## src/rtl/ps2md_pkg.sv

```systemverilog
// Shared types and constants for the PS/2 mouse device responder.
package ps2md_pkg;

    // Input item kinds, carried on s_tuser
    localparam logic [2:0] KIND_CMD    = 3'd0;
    localparam logic [2:0] KIND_MOVE_X = 3'd1;
    localparam logic [2:0] KIND_MOVE_Y = 3'd2;
    localparam logic [2:0] KIND_BUTTON = 3'd3;
    localparam logic [2:0] KIND_SYNC   = 3'd4;

    // Host commands
    localparam logic [7:0] CMD_RESET        = 8'hFF;
    localparam logic [7:0] CMD_GET_ID       = 8'hF2;
    localparam logic [7:0] CMD_STATUS       = 8'hE9;
    localparam logic [7:0] CMD_READ_DATA    = 8'hEB;
    localparam logic [7:0] CMD_SET_RES      = 8'hE8;
    localparam logic [7:0] CMD_SET_RATE     = 8'hF3;
    localparam logic [7:0] CMD_ENABLE       = 8'hF4;
    localparam logic [7:0] CMD_DISABLE      = 8'hF5;
    localparam logic [7:0] CMD_SET_DEFAULTS = 8'hF6;

    // Reply bytes
    localparam logic [7:0] RSP_ACK       = 8'hFA;
    localparam logic [7:0] RSP_SELF_TEST = 8'hAA;
    localparam logic [7:0] RSP_DEVICE_ID = 8'h00;
    localparam logic [7:0] RSP_ZERO      = 8'h00;
    localparam logic [7:0] STATUS_REPORT = 8'h20;

    // Defaults
    localparam logic [7:0] DEFAULT_RES  = 8'd2;
    localparam logic [7:0] DEFAULT_RATE = 8'd100;

    // Movement packet header bits
    localparam logic [7:0] HDR_ALWAYS = 8'h08;
    localparam logic [7:0] HDR_X_NEG  = 8'h10;
    localparam logic [7:0] HDR_Y_NEG  = 8'h20;
    localparam int         STEP_LIMIT = 127;

    // Pending parameter codes
    localparam logic [1:0] PEND_NONE = 2'd0;
    localparam logic [1:0] PEND_RES  = 2'd1;
    localparam logic [1:0] PEND_RATE = 2'd2;

    typedef enum logic [1:0] {
        ST_IDLE,
        ST_REPLY,
        ST_PKT
    } state_t;

    typedef enum logic [2:0] {
        RPL_ACK,
        RPL_RESET,
        RPL_ID,
        RPL_STATUS,
        RPL_READ
    } reply_t;

    typedef enum logic [1:0] {
        PH_HEAD,
        PH_X,
        PH_Y
    } phase_t;

endpackage

```

## src/rtl/ps2_mouse_device_responder.sv

```systemverilog
// PS/2 mouse device side: motion accumulation, packet generation, command replies.
// Result bytes are registered in m_tdata_reg; packet bytes use one shared clamp unit.
// An item that emits N bytes (commands 1 to 4, sync 3 to 3*MAX_PACKETS) holds s_tready
// low until its last byte is loaded, one byte per cycle unless m_tready stalls.
// Motion, button, ignored and silent sync items emit nothing; s_tready stays high.
// Reset (aresetn low, synchronous) restores defaults and clears accumulators.
module ps2_mouse_device_responder #(
    parameter int MAX_PACKETS = 16
) (
    input  logic        aclk,
    input  logic        aresetn,
    input  logic        s_tvalid,
    output logic        s_tready,
    // [7:0] cmd_byte, [18:8] motion_delta, [20:19] button_index,
    // [21] button_pressed, [23:22] zero
    input  logic [23:0] s_tdata,
    // [2:0] kind
    input  logic [2:0]  s_tuser,
    output logic        m_tvalid,
    input  logic        m_tready,
    // [7:0] out_byte
    output logic [7:0]  m_tdata,
    // [0] to_reply_channel
    output logic [0:0]  m_tuser,
    output logic        m_tlast
);

    localparam int ACC_LIMIT = ps2md_pkg::STEP_LIMIT * MAX_PACKETS;
    localparam int ACC_W     = $clog2(ACC_LIMIT + 1) + 1;
    localparam int SUM_W     = ((ACC_W > 11) ? ACC_W : 11) + 1;

    localparam logic signed [SUM_W-1:0] SUM_MAX  = SUM_W'(ACC_LIMIT);
    localparam logic signed [SUM_W-1:0] SUM_MIN  = -SUM_W'(ACC_LIMIT);
    localparam logic signed [ACC_W-1:0] STEP_MAX = ACC_W'(ps2md_pkg::STEP_LIMIT);
    localparam logic signed [ACC_W-1:0] STEP_MIN = -ACC_W'(ps2md_pkg::STEP_LIMIT);

    // Input fields
    logic [7:0]         in_cmd;
    logic signed [10:0] in_delta;
    logic [1:0]         in_btn_idx;
    logic               in_btn_pressed;
    logic               s_fire;

    assign in_cmd         = s_tdata[7:0];
    assign in_delta       = s_tdata[18:8];
    assign in_btn_idx     = s_tdata[20:19];
    assign in_btn_pressed = s_tdata[21];

    // State
    ps2md_pkg::state_t state_reg, state_next;
    ps2md_pkg::reply_t rkind_reg, rkind_next;
    ps2md_pkg::phase_t phase_reg, phase_next;
    logic [1:0]              idx_reg, idx_next;
    logic                    reporting_reg, reporting_next;
    logic [7:0]              res_reg, res_next;
    logic [7:0]              rate_reg, rate_next;
    logic [1:0]              pend_reg, pend_next;
    logic [2:0]              btn_reg, btn_next;
    logic signed [ACC_W-1:0] acc_x_reg, acc_x_next;
    logic signed [ACC_W-1:0] acc_y_reg, acc_y_next;
    logic                    zero_pkt_reg, zero_pkt_next;
    logic                    pkt_reply_reg, pkt_reply_next;

    // Output register
    logic       m_tvalid_reg, m_tvalid_next;
    logic [7:0] m_tdata_reg, m_tdata_next;
    logic       m_tuser_reg, m_tuser_next;
    logic       m_tlast_reg, m_tlast_next;

    logic       load;
    logic       reply_end;
    logic       pkt_end;
    logic [7:0] reply_byte;

    // Shared clamp/subtract unit
    logic signed [ACC_W-1:0] op;
    logic signed [ACC_W-1:0] step;
    logic signed [ACC_W-1:0] rem;

    // Motion adder
    logic signed [SUM_W-1:0] sum_in_a;
    logic signed [SUM_W-1:0] sum_in_b;
    logic signed [SUM_W-1:0] sum;
    logic signed [ACC_W-1:0] sum_sat;

    assign s_tready = (state_reg == ps2md_pkg::ST_IDLE);
    assign s_fire   = s_tvalid && s_tready;
    assign load     = (state_reg != ps2md_pkg::ST_IDLE) && (!m_tvalid_reg || m_tready);

    assign m_tvalid   = m_tvalid_reg;
    assign m_tdata    = m_tdata_reg;
    assign m_tuser[0] = m_tuser_reg;
    assign m_tlast    = m_tlast_reg;

    // Clamp unit operand: X on the X byte, Y otherwise; zero for a read-data packet
    always_comb begin
        if (zero_pkt_reg) begin
            op = '0;
        end else if (phase_reg == ps2md_pkg::PH_X) begin
            op = acc_x_reg;
        end else begin
            op = acc_y_reg;
        end
        if (op > STEP_MAX) begin
            step = STEP_MAX;
        end else if (op < STEP_MIN) begin
            step = STEP_MIN;
        end else begin
            step = op;
        end
        rem = op - step;
    end

    // Saturating motion accumulate (Y is subtracted)
    always_comb begin
        if (s_tuser == ps2md_pkg::KIND_MOVE_X) begin
            sum_in_a = {{(SUM_W-ACC_W){acc_x_reg[ACC_W-1]}}, acc_x_reg};
        end else begin
            sum_in_a = {{(SUM_W-ACC_W){acc_y_reg[ACC_W-1]}}, acc_y_reg};
        end
        sum_in_b = {{(SUM_W-11){in_delta[10]}}, in_delta};
        if (s_tuser == ps2md_pkg::KIND_MOVE_X) begin
            sum = sum_in_a + sum_in_b;
        end else begin
            sum = sum_in_a - sum_in_b;
        end
        if (sum > SUM_MAX) begin
            sum_sat = SUM_MAX[ACC_W-1:0];
        end else if (sum < SUM_MIN) begin
            sum_sat = SUM_MIN[ACC_W-1:0];
        end else begin
            sum_sat = sum[ACC_W-1:0];
        end
    end

    // Reply byte selection and end of the reply list
    always_comb begin
        reply_byte = ps2md_pkg::RSP_ACK;
        reply_end  = 1'b1;
        unique case (rkind_reg)
            ps2md_pkg::RPL_ACK, ps2md_pkg::RPL_READ: begin
                reply_byte = ps2md_pkg::RSP_ACK;
                reply_end  = 1'b1;
            end
            ps2md_pkg::RPL_RESET: begin
                reply_end = (idx_reg == 2'd2);
                if (idx_reg == 2'd1) begin
                    reply_byte = ps2md_pkg::RSP_SELF_TEST;
                end else if (idx_reg == 2'd2) begin
                    reply_byte = ps2md_pkg::RSP_DEVICE_ID;
                end
            end
            ps2md_pkg::RPL_ID: begin
                reply_end = (idx_reg == 2'd1);
                if (idx_reg == 2'd1) begin
                    reply_byte = ps2md_pkg::RSP_DEVICE_ID;
                end
            end
            ps2md_pkg::RPL_STATUS: begin
                reply_end = (idx_reg == 2'd3);
                unique case (idx_reg)
                    2'd1:    reply_byte = reporting_reg ? ps2md_pkg::STATUS_REPORT
                                                        : ps2md_pkg::RSP_ZERO;
                    2'd2:    reply_byte = res_reg;
                    2'd3:    reply_byte = rate_reg;
                    default: reply_byte = ps2md_pkg::RSP_ACK;
                endcase
            end
            default: begin
                reply_byte = ps2md_pkg::RSP_ACK;
                reply_end  = 1'b1;
            end
        endcase
    end

    // Last packet byte: both remainders used up after the Y step
    assign pkt_end = (phase_reg == ps2md_pkg::PH_Y)
                     && (zero_pkt_reg || ((acc_x_reg == '0) && (rem == '0)));

    // Next state
    always_comb begin
        state_next = state_reg;
        unique case (state_reg)
            ps2md_pkg::ST_IDLE: begin
                if (s_fire) begin
                    if (s_tuser == ps2md_pkg::KIND_CMD) begin
                        state_next = ps2md_pkg::ST_REPLY;
                    end else if (s_tuser == ps2md_pkg::KIND_SYNC && reporting_reg) begin
                        state_next = ps2md_pkg::ST_PKT;
                    end
                end
            end
            ps2md_pkg::ST_REPLY: begin
                if (load && reply_end) begin
                    state_next = (rkind_reg == ps2md_pkg::RPL_READ) ? ps2md_pkg::ST_PKT
                                                                   : ps2md_pkg::ST_IDLE;
                end
            end
            ps2md_pkg::ST_PKT: begin
                if (load && pkt_end) begin
                    state_next = ps2md_pkg::ST_IDLE;
                end
            end
            default: state_next = ps2md_pkg::ST_IDLE;
        endcase
    end

    // Datapath and output register next values
    always_comb begin
        rkind_next     = rkind_reg;
        phase_next     = phase_reg;
        idx_next       = idx_reg;
        reporting_next = reporting_reg;
        res_next       = res_reg;
        rate_next      = rate_reg;
        pend_next      = pend_reg;
        btn_next       = btn_reg;
        acc_x_next     = acc_x_reg;
        acc_y_next     = acc_y_reg;
        zero_pkt_next  = zero_pkt_reg;
        pkt_reply_next = pkt_reply_reg;
        m_tvalid_next  = m_tvalid_reg && !m_tready;
        m_tdata_next   = m_tdata_reg;
        m_tuser_next   = m_tuser_reg;
        m_tlast_next   = m_tlast_reg;

        // Accept a transaction
        if (s_fire) begin
            idx_next   = '0;
            phase_next = ps2md_pkg::PH_HEAD;
            unique case (s_tuser)
                ps2md_pkg::KIND_CMD: begin
                    rkind_next = ps2md_pkg::RPL_ACK;
                    if (pend_reg != ps2md_pkg::PEND_NONE) begin
                        if (pend_reg == ps2md_pkg::PEND_RES) begin
                            res_next = in_cmd;
                        end else if (pend_reg == ps2md_pkg::PEND_RATE) begin
                            rate_next = in_cmd;
                        end
                        pend_next = ps2md_pkg::PEND_NONE;
                    end else begin
                        unique case (in_cmd)
                            ps2md_pkg::CMD_RESET: begin
                                rkind_next     = ps2md_pkg::RPL_RESET;
                                reporting_next = 1'b0;
                                res_next       = ps2md_pkg::DEFAULT_RES;
                                rate_next      = ps2md_pkg::DEFAULT_RATE;
                            end
                            ps2md_pkg::CMD_GET_ID: rkind_next = ps2md_pkg::RPL_ID;
                            ps2md_pkg::CMD_STATUS: rkind_next = ps2md_pkg::RPL_STATUS;
                            ps2md_pkg::CMD_READ_DATA: begin
                                rkind_next     = ps2md_pkg::RPL_READ;
                                zero_pkt_next  = 1'b1;
                                pkt_reply_next = 1'b1;
                            end
                            ps2md_pkg::CMD_SET_RES:  pend_next = ps2md_pkg::PEND_RES;
                            ps2md_pkg::CMD_SET_RATE: pend_next = ps2md_pkg::PEND_RATE;
                            ps2md_pkg::CMD_ENABLE:   reporting_next = 1'b1;
                            ps2md_pkg::CMD_DISABLE:  reporting_next = 1'b0;
                            ps2md_pkg::CMD_SET_DEFAULTS: begin
                                reporting_next = 1'b0;
                                res_next       = ps2md_pkg::DEFAULT_RES;
                                rate_next      = ps2md_pkg::DEFAULT_RATE;
                            end
                            default: rkind_next = ps2md_pkg::RPL_ACK;
                        endcase
                    end
                end
                ps2md_pkg::KIND_MOVE_X: acc_x_next = sum_sat;
                ps2md_pkg::KIND_MOVE_Y: acc_y_next = sum_sat;
                ps2md_pkg::KIND_BUTTON: begin
                    unique case (in_btn_idx)
                        2'd0:    btn_next[0] = in_btn_pressed;
                        2'd1:    btn_next[1] = in_btn_pressed;
                        2'd2:    btn_next[2] = in_btn_pressed;
                        default: btn_next    = btn_reg;
                    endcase
                end
                ps2md_pkg::KIND_SYNC: begin
                    zero_pkt_next  = 1'b0;
                    pkt_reply_next = 1'b0;
                    // Without reporting the motion is simply dropped
                    if (!reporting_reg) begin
                        acc_x_next = '0;
                        acc_y_next = '0;
                    end
                end
                default: begin
                    rkind_next = rkind_reg;
                end
            endcase
        end

        // Emit one reply byte
        if (load && state_reg == ps2md_pkg::ST_REPLY) begin
            m_tvalid_next = 1'b1;
            m_tdata_next  = reply_byte;
            m_tuser_next  = 1'b1;
            m_tlast_next  = reply_end && (rkind_reg != ps2md_pkg::RPL_READ);
            idx_next      = idx_reg + 2'd1;
        end

        // Emit one packet byte; remainders shrink through the shared unit
        if (load && state_reg == ps2md_pkg::ST_PKT) begin
            m_tvalid_next = 1'b1;
            m_tuser_next  = pkt_reply_reg;
            m_tlast_next  = pkt_end;
            unique case (phase_reg)
                ps2md_pkg::PH_HEAD: begin
                    m_tdata_next = ps2md_pkg::HDR_ALWAYS | {5'd0, btn_reg};
                    if (!zero_pkt_reg && acc_x_reg[ACC_W-1]) begin
                        m_tdata_next = m_tdata_next | ps2md_pkg::HDR_X_NEG;
                    end
                    if (!zero_pkt_reg && acc_y_reg[ACC_W-1]) begin
                        m_tdata_next = m_tdata_next | ps2md_pkg::HDR_Y_NEG;
                    end
                    phase_next = ps2md_pkg::PH_X;
                end
                ps2md_pkg::PH_X: begin
                    m_tdata_next = step[7:0];
                    if (!zero_pkt_reg) begin
                        acc_x_next = rem;
                    end
                    phase_next = ps2md_pkg::PH_Y;
                end
                ps2md_pkg::PH_Y: begin
                    m_tdata_next = step[7:0];
                    if (!zero_pkt_reg) begin
                        acc_y_next = rem;
                    end
                    phase_next = ps2md_pkg::PH_HEAD;
                end
                default: phase_next = ps2md_pkg::PH_HEAD;
            endcase
        end
    end

    // Registers
    always_ff @(posedge aclk) begin
        if (!aresetn) begin
            state_reg     <= ps2md_pkg::ST_IDLE;
            rkind_reg     <= ps2md_pkg::RPL_ACK;
            phase_reg     <= ps2md_pkg::PH_HEAD;
            idx_reg       <= '0;
            reporting_reg <= 1'b0;
            res_reg       <= ps2md_pkg::DEFAULT_RES;
            rate_reg      <= ps2md_pkg::DEFAULT_RATE;
            pend_reg      <= ps2md_pkg::PEND_NONE;
            btn_reg       <= '0;
            acc_x_reg     <= '0;
            acc_y_reg     <= '0;
            zero_pkt_reg  <= 1'b0;
            pkt_reply_reg <= 1'b0;
            m_tvalid_reg  <= 1'b0;
        end else begin
            state_reg     <= state_next;
            rkind_reg     <= rkind_next;
            phase_reg     <= phase_next;
            idx_reg       <= idx_next;
            reporting_reg <= reporting_next;
            res_reg       <= res_next;
            rate_reg      <= rate_next;
            pend_reg      <= pend_next;
            btn_reg       <= btn_next;
            acc_x_reg     <= acc_x_next;
            acc_y_reg     <= acc_y_next;
            zero_pkt_reg  <= zero_pkt_next;
            pkt_reply_reg <= pkt_reply_next;
            m_tvalid_reg  <= m_tvalid_next;
        end
    end

    // Output payload
    always_ff @(posedge aclk) begin
        m_tdata_reg <= m_tdata_next;
        m_tuser_reg <= m_tuser_next;
        m_tlast_reg <= m_tlast_next;
    end

endmodule

```

## config.mk

```make
export PLATFORM = sky130hd
export DESIGN_NAME = ps2_mouse_device_responder
export DESIGN_NICKNAME = d
export VERILOG_FILES = /design/src/rtl/ps2md_pkg.sv /design/src/rtl/ps2_mouse_device_responder.sv
export SDC_FILE = /design/constraint.sdc
export NUM_CORES = 1
export LEC_CHECK = 0
export ABC_AREA = 1
export BUFFER_PORTS_ARGS = -buffer_cell sky130_fd_sc_hd__buf_4
export CAP_MARGIN = 20
export CORE_MARGIN = 5
export CORE_UTILIZATION = 54
export CTS_CLUSTER_SIZE = 30
export DETAILED_ROUTE_END_ITERATION = 8
export HOLD_SLACK_MARGIN = 0.12
export PLACE_DENSITY = 0.73
export SKIP_LAST_GASP = 1
export SYNTH_ARGS = -nofsm -noshare
export SYNTH_HDL_FRONTEND = slang
export SYNTH_SLANG_ARGS = --single-unit
```

## constraint.sdc

```tcl
create_clock -name aclk -period 6.6 [get_ports aclk]
set_clock_uncertainty 0.15 [all_clocks]
set_input_delay 1.32 -clock aclk [delete_from_list [all_inputs] [get_ports aclk]]
set_output_delay 1.32 -clock aclk [all_outputs]
set_load 0.05 [all_outputs]
```

==> impl_results.md, run 1 <==
* Status: completed
* Number of nets with antenna violations after routing at 0
* Post-synthesis share of cell area spent on and, or, nand and nor gates at 31.9%
* Number of levels the H-tree was split into at 3
* Delay of the slowest cell on the worst path at 0.76 ns
* Clock input transition at the sequential cells of the worst setup and hold paths at about 0.080 ns
* Syn Area/Cell at 6.24 um^2
* Synthesized-area fraction occupied by adder cells at 7.17%
* # IOs at 43
* Hold Path Depth at 2
* Number of enable flip-flop cells after synthesis at 2
* Final Max Tran Viols at 0
* Skew-Pair Late Insertion Delay at 0.36 ns
* Vias per Instance at 5.43
* Synth async-reset ratio at 0%
* Multi-input gate area in the final layout at between 3000 and 4000 um^2
* Top cells by area in the synthesized netlist: dfxtp_1 22%, nand2_1 14%, inv_1 9.1%, a21oi_1 8.3%, ha_1 6.5%
* Worst slew margin at 28.9%
* Relative contribution of sequential cells to total power at between 20% and 30%
* Width of the chip at 114 um
* Clock tree from TritonCTS: yes
* Gp weighted congestion at 0.898
* Synth area leader: dfxtp_1
* Multiplexer share of the synthesized area at 0%
* Highest-count cells in the layout ignoring fill and taps: 220 x nand2_1, 140 x inv_1, 96 x a21oi_1
* Power Density at 372 nW/um^2
* Logic pwr share at 65.6%
* DRC Markers at 0
* Total count of hold-check failures in the final report at 0
* Share of the cycle needed by the critical path after routing at 79.6%
* Die extent in y at 114 um
* Fill cell total of the finished layout at 1079
* Slowest stage cell on the critical path: o21ai_1
* Kind of start point of the critical path: primary input
* Total of cells resized after clock tree synthesis at 0
* Max Root-Sink Buffers at 2
* Initial Util at 55.6%
* Post-CTS setup repair buffer count at 0
* Post-synthesis sequential area ratio at 23.5%
* Buf+Inv Stages, Crit Path at 2
* Largest driver fanout on the critical path at 32
* Initial DRT Pass Iterations at 8
* Number of clock buffers inserted by TritonCTS at 9
* Transition time at the pin with the least slew margin at 1.06 ns
* Number of cells on the worst reg-to-reg path at 27
* Dominant combinational cell family by area after synthesis: simple AND/OR/NAND/NOR gates
* CP required at 6.70 ns
* Worst slack on hold paths at 0.318 ns
* Endpoints failing setup at 0
* Count of clock tree sinks at 67
* Estimated wirelength of the detail-placed design at 12.2 mm
* Worst Hold Class: flip-flop to flip-flop
* MaxCap Viol Count at 0
* Switching power of the nets at 1.27 mW
* Number of flip-flops and latches in the synthesized netlist at 67
* Path length in cells of the critical path at 22
* Critical setup path kind: primary input to flip-flop
* Core area at 10400 um^2
* CTS root buf: clkbuf_8
* Die Area at 12900 um^2
* Fmax at 0.190 GHz
* Number of port buffers at 40
* Global router's overall resource usage at 24.7%
* Initial antenna violation count at 0
* FP Rows at 37
* Post-Syn Nets at 992
* Layout cells sized above 1 at around 11%
* Most frequently used flop master after synthesis: dfxtp_1
* Switching portion of total power at 53.8%
* Critical path, cell by cell: buf_4 > nor3_4 > buf_4 > o21ai_0 > ha_1 > fa_1 > a21oi_1 > o21bai_1 > nand2_1 > nand2_1 > nand2_1 > nand2_1 > nand2_1 > nand2_1 > xnor2_1 > nor3_1 > o21ai_1 > o21ai_0 > nand2_1 > o21ai_0 > nand2_1 > a21oi_1
* Data arrival time of the critical path at 5.35 ns
* GR Overflow Total at 0
* Post-Syn Area at 5790 um^2
* Number of warning messages in the yosys log at 0
* Worst path most repeated cell: nand2_1
* Peak supply drop at 0.000329 V
* Number of global-route vias before repair at 5382
* Internal Power at 1.09 mW
* Number of DRC markers after the initial detailed-route iteration at 523
* Setup Total Neg Slack at 0 ns
* Synthesized-area fraction occupied by ao, oa, aoi and oai cells at 21.9%
* Vias at 5956
* Number of nets at the end of the flow at 1018
* Synth Instances at 929
* Clock power share at a little over an eighth
* Post-DR wirelength/cell at 14.4 um
* Footprint of the flip-flops and latches at 1360 um^2
* Cell class contributing the biggest share of worst-path delay: compound AO/OA/AOI/OAI gates
* Wire length of the first global-routing pass at about 26 mm
* Min Tclk post-route at 5.26 ns
* Most common cell after layout, fill and taps aside: nand2_1
* Area Growth Syn to Fin at 9.22%
* Yosys top cell area share at 22.5%
* Xor/xnor share of the synthesized area at 3.17%
* Number of distinct library cells after synthesis at 53
* Largest net degree at the start of global routing at 39
* Leakage power at 2.91 nW
* CTS Hold Buffers Added at 0
* Ant. Diodes at 0
* Total length of routed wires at ~16 mm
* Setup repair after global routing missed its margin: no
* Kind of end point of the critical path: flip-flop
## worst register-to-register path, stage by stage (launching register included)
cell and delay, ns:
dfxtp_1 0.34, inv_1 0.11, ha_1 0.47, inv_1 0.25, nand2_1 0.17, nand3_4 0.08
inv_2 0.07, nand2_1 0.06, nor2_2 0.12, nand2_2 0.08, nand2_2 0.22, nand2_1 0.15
nand2_1 0.13, inv_1 0.09, fa_1 0.56, nand4_1 0.11, nor3_1 0.22, nand2_1 0.10
nor2_2 0.12, nand3_1 0.09, nor3_2 0.21, nand3_2 0.11, nand2_2 0.10, nand3_2 0.07
nand2_2 0.07, o31ai_1 0.06, nand2_1 0.06, inv_1 0.04
## synthesized netlist by cell type, types with 5 or more instances
library cell / instances
dfxtp_1: 65
a211oi_1: 9
ha_1: 30
o221ai_1: 5
inv_1: 140
nand2_1: 220
xor2_1: 13
nor2_1: 68
nand3_2: 7
inv_2: 7
o21ai_0: 72
nor2_2: 5
nor4_1: 6
o21ai_1: 7
clkbuf_1: 22
nor3_1: 17
xnor2_1: 8
a21oi_1: 96
nand2_2: 11
nand3_1: 47
o211ai_1: 6
nand4_1: 8
## area by class of cell
class                      count  area share [%]
clock buffer                   9            1.96
clock inverter                 7           0.830
inverter                     149            8.92
multi-input combinational    683            58.8
sequential                    67            21.5
tap                          136            2.69
timing repair buffer          45            5.34
## cell families (layout without fill, tap and decap cells)
kind of cell,count (synthesis),count (layout)
AO/OA/AOI/OAI,225,225
AND/OR/NAND/NOR,405,405
XOR/XNOR,21,21
adder cells (fa/ha/maj),32,32
buffers and inverters,179,210
flip-flops,67,67
## through the flow
stage	instance area (um^2)	utilization, %	setup slack [ns]	power (mW)	instances
floorplan	5790	-	1.82	1.67	929
global placement	6150	59.1	1.06	2.02	1080
detailed placement	6150	59.1	1.03	2.04	1080
CTS	6330	60.8	1.40	2.36	1096
global route	6330	60.8	0.959	2.56	1096
finish	6330	60.8	1.34	2.36	1096
## power by group through the flow
stage / Sequential [mW] / Combinational, mW / Clock [mW]
after CTS: 0.496 / 1.54 / 0.320
after detailed placement: 0.504 / 1.53 / 0
after floorplan: 0.600 / 1.07 / 0
after global placement: 0.505 / 1.52 / 0
final: 0.497 / 1.55 / 0.315
after global routing: 0.502 / 1.72 / 0.336
## layer usage
metal  part of all wire, %  wire (um)  vias to the layer above  track usage (%)
met5                     0          0                        -                0
met4                   1.8        283                        0             7.85
met3                   6.6       1040                       24             4.08
met2                    42       6600                      175             36.7
met1                    50       7880                     2648             36.1
li1                      -          -                     3109                -
## final timing paths
check | from | slack (ns) | to
worst min register to register | res_reg[4]$_SDFFE_PN0P_ | 0.32 | res_reg[4]$_SDFFE_PN0P_
worst min-delay path | res_reg[4]$_SDFFE_PN0P_ | 0.32 | res_reg[4]$_SDFFE_PN0P_
worst max-delay path | s_tuser[2] | 1.34 | acc_x_reg[5]$_SDFF_PN0_
worst max register to register | phase_reg[1]$_SDFFE_PN0P_ | 2.10 | state_reg[1]$_SDFFE_PN0P_
No activity file was read; power rests on OpenSTA's default activity.
==> run 2: changes to the inputs <==
ABC_AREA = 0   (was 1)
PLACE_DENSITY = 0.76   (was 0.73)
clock period = 4.3 ns   (was 6.6 ns; I/O delays follow)
==> run 2 against run 1 <==
Effect of this change:
- via count up 9.9%
- clock power up 51%
- register-to-register slack worse by 2.8 ns
- critical endpoint is now state_reg[1]$_SDFFE_PN0P_
- the run now ends with setup timing left
- area after synthesis down 4.5%
- sequential power up 36%
- sequential share of layout area down 3.5 points
- sequential cell count unchanged
- worst hold slack worse by 0.010 ns
- final cell count down 4.2%
==> impl_results.md, run 2 <==
* Largest net degree at the start of global routing at 46 (was 39)
* Number of clock buffers inserted by TritonCTS at 9 (unchanged)
* Clock input transition at the sequential cells of the worst setup and hold paths at 0.07 ns (was 0.08 ns)
* Peak supply drop at 0.000177 V (was 0.000329 V)
* Core area at 10100 um^2 (was 10400 um^2)
* Number of nets with antenna violations after routing at 0 (unchanged)
* Setup repair after global routing missed its margin: yes (was no)
* Total count of hold-check failures in the final report at 0 (unchanged)
* Number of DRC markers after the initial detailed-route iteration at 705 (was 523)
* Origin of the worst min-delay path: res_reg[7]$_SDFFE_PN0P_ (was res_reg[4]$_SDFFE_PN0P_)
* Syn Area/Cell at 7.46 um^2 (was 6.24 um^2)
* Kind of end point of the critical path: flip-flop (unchanged)
* Design Power at 2.17 mW (was 2.36 mW)
* Final Max Tran Viols at 0 (unchanged)
* Highest-count cells in the layout ignoring fill and taps: 195 x buf_4, 110 x nand2_1, 63 x dfxtp_1 (was 220 x nand2_1, 140 x inv_1, 96 x a21oi_1)
* Number of distinct library cells after synthesis at 74 (was 53)
* CP required at 4.38 ns (was 6.70 ns)
* Skew-Pair Late Insertion Delay at 0.35 ns (was 0.36 ns)
* Width of the chip at 111 um (was 114 um)
* Synth Instances at 741 (was 929)
* Total length of routed wires at 19.2 mm (was 15.8 mm)
* Synthesized-area fraction occupied by adder cells at 7.69% (was 7.17%)
* Number of cells in the design after placement at 1020 (was 1080)
* Final core area utilization at 74.6% (was 60.8%)
* Post-synthesis sequential area ratio at 24.6% (was 23.5%)
* DRC Markers at 0 (unchanged)
* Fmax at 0.200 GHz
* Worst Hold Class: flip-flop to flip-flop (unchanged)
* Count of clock tree sinks at 67 (unchanged)
* Global router's overall resource usage at 30.2% (was 24.7%)
* Ant. Diodes at 0 (unchanged)
* Dominant combinational cell family by area after synthesis: compound AO/OA/AOI/OAI gates (was simple AND/OR/NAND/NOR gates)
* Min Tclk post-route at 4.99 ns
* Initial antenna violation count at 0 (unchanged)
* CTS root buf: clkbuf_8 (unchanged)
* Power Density at 287 nW/um^2 (was 372 nW/um^2)
* Die extent in y at 111 um (was 114 um)
* Status: complete, but fails checks (was completed)
* Layout cells sized above 1 at 30.9% (was 11.1%)
* Number of nets at the end of the flow at 972 (was 1018)
* Worst Setup Slack, final at -0.688 ns (was 1.34 ns)
* # IOs at 43 (unchanged)
* Logic pwr share at 46.9% (was 65.6%)
* Post-DR wirelength/cell at 18.3 um (was 14.4 um)
* Non-filler cells, final at 1050 (was 1096)
* Endpoints failing setup at 2 (was 0)
* Top cells by area in the synthesized netlist: dfxtp_1 24%, nand2_1 7.6%, ha_1 6.8%, o21ai_0 4.5%, nor2_1 3.7% (was dfxtp_1 22%, nand2_1 14%, inv_1 9.1%, a21oi_1 8.3%, ha_1 6.5%)
* Number of warning messages in the yosys log at 0 (unchanged)
* Leakage power at 3.15 nW (was 2.91 nW)
* Area Growth Syn to Fin at 36.8% (was 9.22%)
* Initial DRT Pass Iterations at 6 (was 8)
* Wire length of the first global-routing pass at 31.2 mm (was 25.8 mm)
* Data arrival time of the critical path at 5.07 ns (was 5.35 ns)
* Post-synthesis share of cell area spent on and, or, nand and nor gates at 26.4% (was 31.9%)
* Number of port buffers at 40 (unchanged)
* Crit. Startpoint: phase_reg[1]$_SDFFE_PN0P_ (was s_tuser[2])
* Post-Syn Nets at 804 (was 992)
* Violations in the final reports: setup timing
* Worst slack on hold paths at 0.307 ns (was 0.318 ns)
* Vias at 6548 (was 5956)
* Number of levels the H-tree was split into at 3 (unchanged)
* Relative contribution of sequential cells to total power at 31.1% (was 21.1%)
* MaxCap Viol Count at 0 (unchanged)
* Kind of start point of the critical path: flip-flop (was primary input)
* Number of enable flip-flop cells after synthesis at 2 (unchanged)
* Synth area leader: dfxtp_1 (unchanged)
* FP Rows at 37 (unchanged)
* Most common cell after layout, fill and taps aside: buf_4 (was nand2_1)
* Vias per Instance at 6.24 (was 5.43)
* Origin of the critical flop-to-flop path: phase_reg[1]$_SDFFE_PN0P_ (unchanged)
* Max Root-Sink Buffers at 2 (unchanged)
* Transition time at the pin with the least slew margin at 0.838 ns (was 1.06 ns)
* Largest driver fanout on the critical path at 6 (was 32)
* Switching power of the nets at 0.814 mW (was 1.27 mW)
* Synth top cells by count: 112 x nand2_1, 65 x dfxtp_1, 54 x nor2_1, 50 x o21ai_0, 40 x a21oi_1 (was 220 x nand2_1, 140 x inv_1, 96 x a21oi_1, 72 x o21ai_0, 68 x nor2_1)
* Xor/xnor share of the synthesized area at 5.23% (was 3.17%)
* Setup Total Neg Slack at -1.22 ns (was 0 ns)
* Yosys top cell area share at 23.5% (was 22.5%)
* Initial Util at 54.6% (was 55.6%)
* Clock power share at 22.0% (was 13.4%)
* Synth async-reset ratio at 0% (unchanged)
* Critical setup path kind: flip-flop to flip-flop (was primary input to flip-flop)
* Most frequently used cell type in the post-synthesis netlist: nand2_1 (unchanged)
* GR Overflow Total at 0 (unchanged)
* Internal Power at 1.36 mW (was 1.09 mW)
* Die Area at 12400 um^2 (was 12900 um^2)
* Worst slew margin at 43.9% (was 28.9%)
* Post-Syn Area at 5530 um^2 (was 5790 um^2)
* Number of flip-flops and latches in the synthesized netlist at 67 (unchanged)
* Multiplexer share of the synthesized area at 4.23% (was 0%)
* Switching portion of total power at 37.5% (was 53.8%)
* Number of global-route vias before repair at 6378 (was 5382)
* Estimated wirelength of the detail-placed design at 14.7 mm (was 12.2 mm)
* Clock tree from TritonCTS: yes (unchanged)
* Share of the cycle needed by the critical path after routing at 116%
* Synthesized-area fraction occupied by ao, oa, aoi and oai cells at 27.2% (was 21.9%)
* Gp weighted congestion at 0.986 (was 0.898)
* Most frequently used flop master after synthesis: dfxtp_1 (unchanged)
[run 2: worst paths after layout]
| path | end | slack [ns] | depth (start not counted) |
|---|---|---|---|
| worst max-delay path | state_reg[1]$_SDFFE_PN0P_ | -0.69 | 19 |
| worst min-delay path | res_reg[7]$_SDFFE_PN0P_ | 0.31 | 2 |
| worst max register to register | state_reg[1]$_SDFFE_PN0P_ | -0.69 | 19 |
| worst min register to register | res_reg[7]$_SDFFE_PN0P_ | 0.31 | 2 |
[run 2: through the flow]
stage | cell area (um^2) | worst slack, ns
floorplan | 5710 | -0.618
global placement | 7070 | -0.599
detailed placement | 7070 | -0.748
CTS | 7330 | -0.616
global route | 7570 | -0.822
finish | 7570 | -0.688
[run 2: kinds of logic after synthesis]
| logic type | count (synthesis) |
|---|---|
| flops | 67 |
| buf+inv | 66 |
| simple gates | 298 |
| mux | 23 |
| fa+ha+maj | 33 |
| xor+xnor | 33 |
| compound gates | 221 |
[run 2: worst max-delay path, stage by stage (launching register included)]
cell	delay (ns)
dfxtp_2	0.36
inv_4	0.05
ha_4	0.16
buf_6	0.13
nand3b_1	0.16
a211o_1	0.29
and2_4	0.16
a21o_1	0.17
a21oi_2	0.16
fa_2	0.23
inv_1	0.04
a21o_1	0.18
a32o_1	0.22
a222oi_1	0.24
buf_4	0.19
xnor2_2	0.11
or4b_4	0.47
or4b_4	0.48
or4b_4	0.53
o41a_1	0.38
[run 2: final cells by class]
type / count / area (um^2)
sequential: 67 / 1370
clock buffer: 11 / 141
multi-input combinational: 608 / 4260
clock inverter: 5 / 30.0
timing repair buffer: 197 / 1500
fill: 764 / 2570
inverter: 26 / 100
tap: 136 / 170
[run 2: power groups by stage]
stage / combinational [mW] / sequential [mW] / clock (mW)
floorplan: 0.430 / 0.757 / 0
global placement: 0.894 / 0.686 / 0
detailed placement: 0.916 / 0.688 / 0
CTS: 0.939 / 0.675 / 0.476
global route: 1.09 / 0.678 / 0.509
finish: 1.02 / 0.675 / 0.477
[run 2: routing by layer]
layer	share of wire (%)	routed length, um	track usage [%]	up-vias
met1	41	7790	38.4	3109
met2	48	9300	51.1	314
met4	3.5	671	12.2	0
li1	-	-	-	3068
met3	7.5	1430	4.59	57
met5	0	0	0	-
[run 2: timing repair]
action	4_1_cts	5_1_grt
hold buffers	0	0
setup buffers	8	6
gates resized for setup	5	35
setup endpoints to repair	4	26
pin swaps	8	11
==> run 3: changes to the inputs <==
PLACE_DENSITY = 0.73   (was 0.76)
REMOVE_ABC_BUFFERS = 1   (was default)
clock period = 4.7 ns   (was 4.3 ns; I/O delays follow)
==> run 3 against run 2 <==
Effect of this change:
- the flow still finishes with violations (setup timing)
- largest cell class unchanged
- cell area is 4.3% lower
- highest routed layer unchanged
- combinational power down 17%
- count of clock-buffer cells in the layout is 1 lower
- critical path depth is 1 higher
- utilization down 3.2 points
- wire length decreased by 2.1%
- clock power is 29% higher
==> impl_results.md, run 3 (synthesized netlist as in run 2, its figures left out) <==
* Initial Util at 54.6% (unchanged)
* Setup Total Neg Slack at -0.981 ns (was -1.22 ns)
* Leakage power at 3.01 nW (was 3.15 nW)
* Gp weighted congestion at 0.906 (was 0.986)
* Core area at 10100 um^2 (unchanged)
* Number of global-route vias before repair at 6319 (was 6378)
* Worst slew margin at 44.0% (was 43.9%)
* Initial DRT Pass Iterations at 5 (was 6)
* Fmax at 0.192 GHz (was 0.200 GHz)
* Met3 track utilization from global routing at 4.59% (unchanged)
* Die Area at 12400 um^2 (unchanged)
* Clock tree from TritonCTS: yes (unchanged)
* Count of clock tree sinks at 67 (unchanged)
* Kind of end point of the critical path: flip-flop (unchanged)
* Global router's overall resource usage at 29.3% (was 30.2%)
* Number of port buffers at 40 (unchanged)
* Number of cells in the design after placement at 993 (was 1020)
* Critical path, cell by cell: inv_2 > buf_6 > ha_4 > mux2i_4 > a21oi_2 > a211oi_2 > a21oi_2 > a21oi_2 > fa_2 > inv_1 > a21o_1 > buf_6 > a222oi_1 > buf_4 > xnor2_4 > or4b_4 > or4b_4 > or4b_4 > buf_4 > o31ai_4 (was inv_4 > ha_4 > buf_6 > nand3b_1 > a211o_1 > and2_4 > a21o_1 > a21oi_2 > fa_2 > inv_1 > a21o_1 > a32o_1 > a222oi_1 > buf_4 > xnor2_2 > or4b_4 > or4b_4 > or4b_4 > o41a_1)
* Ant. Diodes at 0 (unchanged)
* Total length of routed wires at 18.8 mm (was 19.2 mm)
* MaxCap Viol Count at 0 (unchanged)
* Number of nets at the end of the flow at 945 (was 972)
* Number of DRC markers after the initial detailed-route iteration at 678 (was 705)
* Vias at 6412 (was 6548)
* Switching power of the nets at 0.718 mW (was 0.814 mW)
* Delay of the slowest cell on the worst path at 0.52 ns (was 0.53 ns)
* Fill cell total of the finished layout at 826 (was 764)
* Most common cell after layout, fill and taps aside: buf_4 (unchanged)
* Clock power share at 29.6% (was 22.0%)
* Wire length of the first global-routing pass at 30.1 mm (was 31.2 mm)
* Number of levels the H-tree was split into at 3 (unchanged)
* Buf+Inv Stages, Crit Path at 6 (was 4)
* Relative contribution of sequential cells to total power at 29.7% (was 31.1%)
* Internal Power at 1.36 mW (about the same)
* Final Max Tran Viols at 0 (unchanged)
* Layout cells sized above 1 at 25.5% (was 30.9%)
* Width of the chip at 111 um (unchanged)
* FP Rows at 37 (unchanged)
* Total count of hold-check failures in the final report at 0 (unchanged)
* Skew-Pair Late Insertion Delay at 0.35 ns (about the same)
* Worst Setup Slack, final at -0.496 ns (was -0.688 ns)
* Die extent in y at 111 um (unchanged)
* Highest-utilization routing layer at the global route stage: met2 (unchanged)
* Switching portion of total power at 34.6% (was 37.5%)
* Vias per Instance at 6.27 (was 6.24)
* Peak supply drop at 0.000161 V (was 0.000177 V)
* Critical setup path kind: flip-flop to flip-flop (unchanged)
* Highest-count cells in the layout ignoring fill and taps: 166 x buf_4, 112 x nand2_1, 63 x dfxtp_1 (was 195 x buf_4, 110 x nand2_1, 63 x dfxtp_1)
* Transition time at the pin with the least slew margin at 0.837 ns (was 0.838 ns)
* CTS root buf: clkbuf_8 (unchanged)
* GR met2 Demand/Resource at 49.7% (was 51.1%)
* Endpoints failing setup at 2 (unchanged)
* Max Root-Sink Buffers at 2 (unchanged)
* Number of nets with antenna violations after routing at 0 (unchanged)
* Largest driver fanout on the critical path at 5 (was 6)
* Status: complete, but fails checks (unchanged)
* Multi-input gate area in the final layout at 4060 um^2 (was 4260 um^2)
* CP required at 4.74 ns (was 4.38 ns)
* Number of clock buffers inserted by TritonCTS at 9 (unchanged)
* Kind of start point of the critical path: flip-flop (unchanged)
* Initial antenna violation count at 0 (unchanged)
* GR Overflow Total at 0 (unchanged)
* # IOs at 43 (unchanged)
* Non-filler cells, final at 1023 (was 1050)
* Power Density at 286 nW/um^2 (was 287 nW/um^2)
* Logic pwr share at 40.7% (was 46.9%)
* Largest net degree at the start of global routing at 46 (unchanged)
* Data arrival time of the critical path at 5.23 ns (was 5.07 ns)
* Share of the cycle needed by the critical path after routing at 111% (was 116%)
* Estimated wirelength of the detail-placed design at 14.2 mm (was 14.7 mm)
* Area Growth Syn to Fin at 30.9% (was 36.8%)
* Clock input transition at the sequential cells of the worst setup and hold paths at 0.08 ns (was 0.07 ns)
* Slowest stage cell on the critical path: or4b_4 (unchanged)
* Met1 usage at 35.6% (was 38.4%)
* Setup repair after global routing missed its margin: yes (unchanged)
* Violations in the final reports: setup timing (unchanged)
* Min Tclk post-route at 5.20 ns (was 4.99 ns)
* Post-DR wirelength/cell at 18.4 um (was 18.3 um)
* Worst Hold Class: flip-flop to flip-flop (unchanged)
* Cell class contributing the biggest share of worst-path delay: simple AND/OR/NAND/NOR gates (unchanged)
* DRC Markers at 0 (unchanged)
* Footprint of the flip-flops and latches at 1360 um^2 (was 1370 um^2)
## run 3: repair_timing
item,in CTS,in global routing
hold endpoints to repair,0,0
resized for setup,17,17
hold buffers,0,0
pin swaps,14,9
endpoints found under the setup margin,2,22
setup buffers,12,3
## run 3: final cells by class
type | count | area share (%)
clock buffers | 10 | 1.90
clock inverters | 6 | 1.56
inverters | 26 | 1.35
multi-input cells | 608 | 56.1
flip-flops and latches | 67 | 18.8
well taps | 136 | 2.35
repair buffers | 170 | 18.0
## run 3: stage by stage
stage	utilization [%]	power, mW	hold WS [ns]	setup slack, ns	area (um^2)
5_1_grt	71.4	2.17	0.330	-0.643	7240
3_3_place_gp	66.4	1.38	0.293	-0.490	6730
6_report	71.4	2.07	0.304	-0.496	7240
2_1_floorplan	-	1.04	0.282	-0.661	5370
3_5_place_dp	66.4	1.40	0.295	-0.744	6730
4_1_cts	70.4	2.03	0.305	-0.384	7140
## run 3: routing by layer
layer,share of wire (%),vias up
li1,-,3015
met1,41,3072
met2,48,268
met3,6.4,57
met4,4.7,0
met5,0,-
## run 3: worst min-delay path, delay by kind of cell, from the launching register on
kind	cells	cell delay (ns)
compound gates	1	0.05
flops	1	0.31
simple gates	1	0.05
## run 3: final timing paths
check | startpoint | endpoint | slack (ns) | cells after the start
setup / recovery | phase_reg[1]$_SDFFE_PN0P_ | m_tlast$_DFFE_PP_ | -0.50 | 20
hold / removal | res_reg[7]$_SDFFE_PN0P_ | res_reg[7]$_SDFFE_PN0P_ | 0.30 | 2
setup reg to reg | phase_reg[1]$_SDFFE_PN0P_ | m_tlast$_DFFE_PP_ | -0.50 | 20
hold reg to reg | res_reg[7]$_SDFFE_PN0P_ | res_reg[7]$_SDFFE_PN0P_ | 0.30 | 2
## run 3: power by group through the flow
stage          sequential (mW)  clock, mW  combinational (mW)
6_report                 0.616      0.613               0.845
5_1_grt                  0.619      0.643               0.904
4_1_cts                  0.615      0.614               0.797
3_5_place_dp             0.628          0               0.768
3_3_place_gp             0.628          0               0.755
2_1_floorplan            0.692          0               0.347
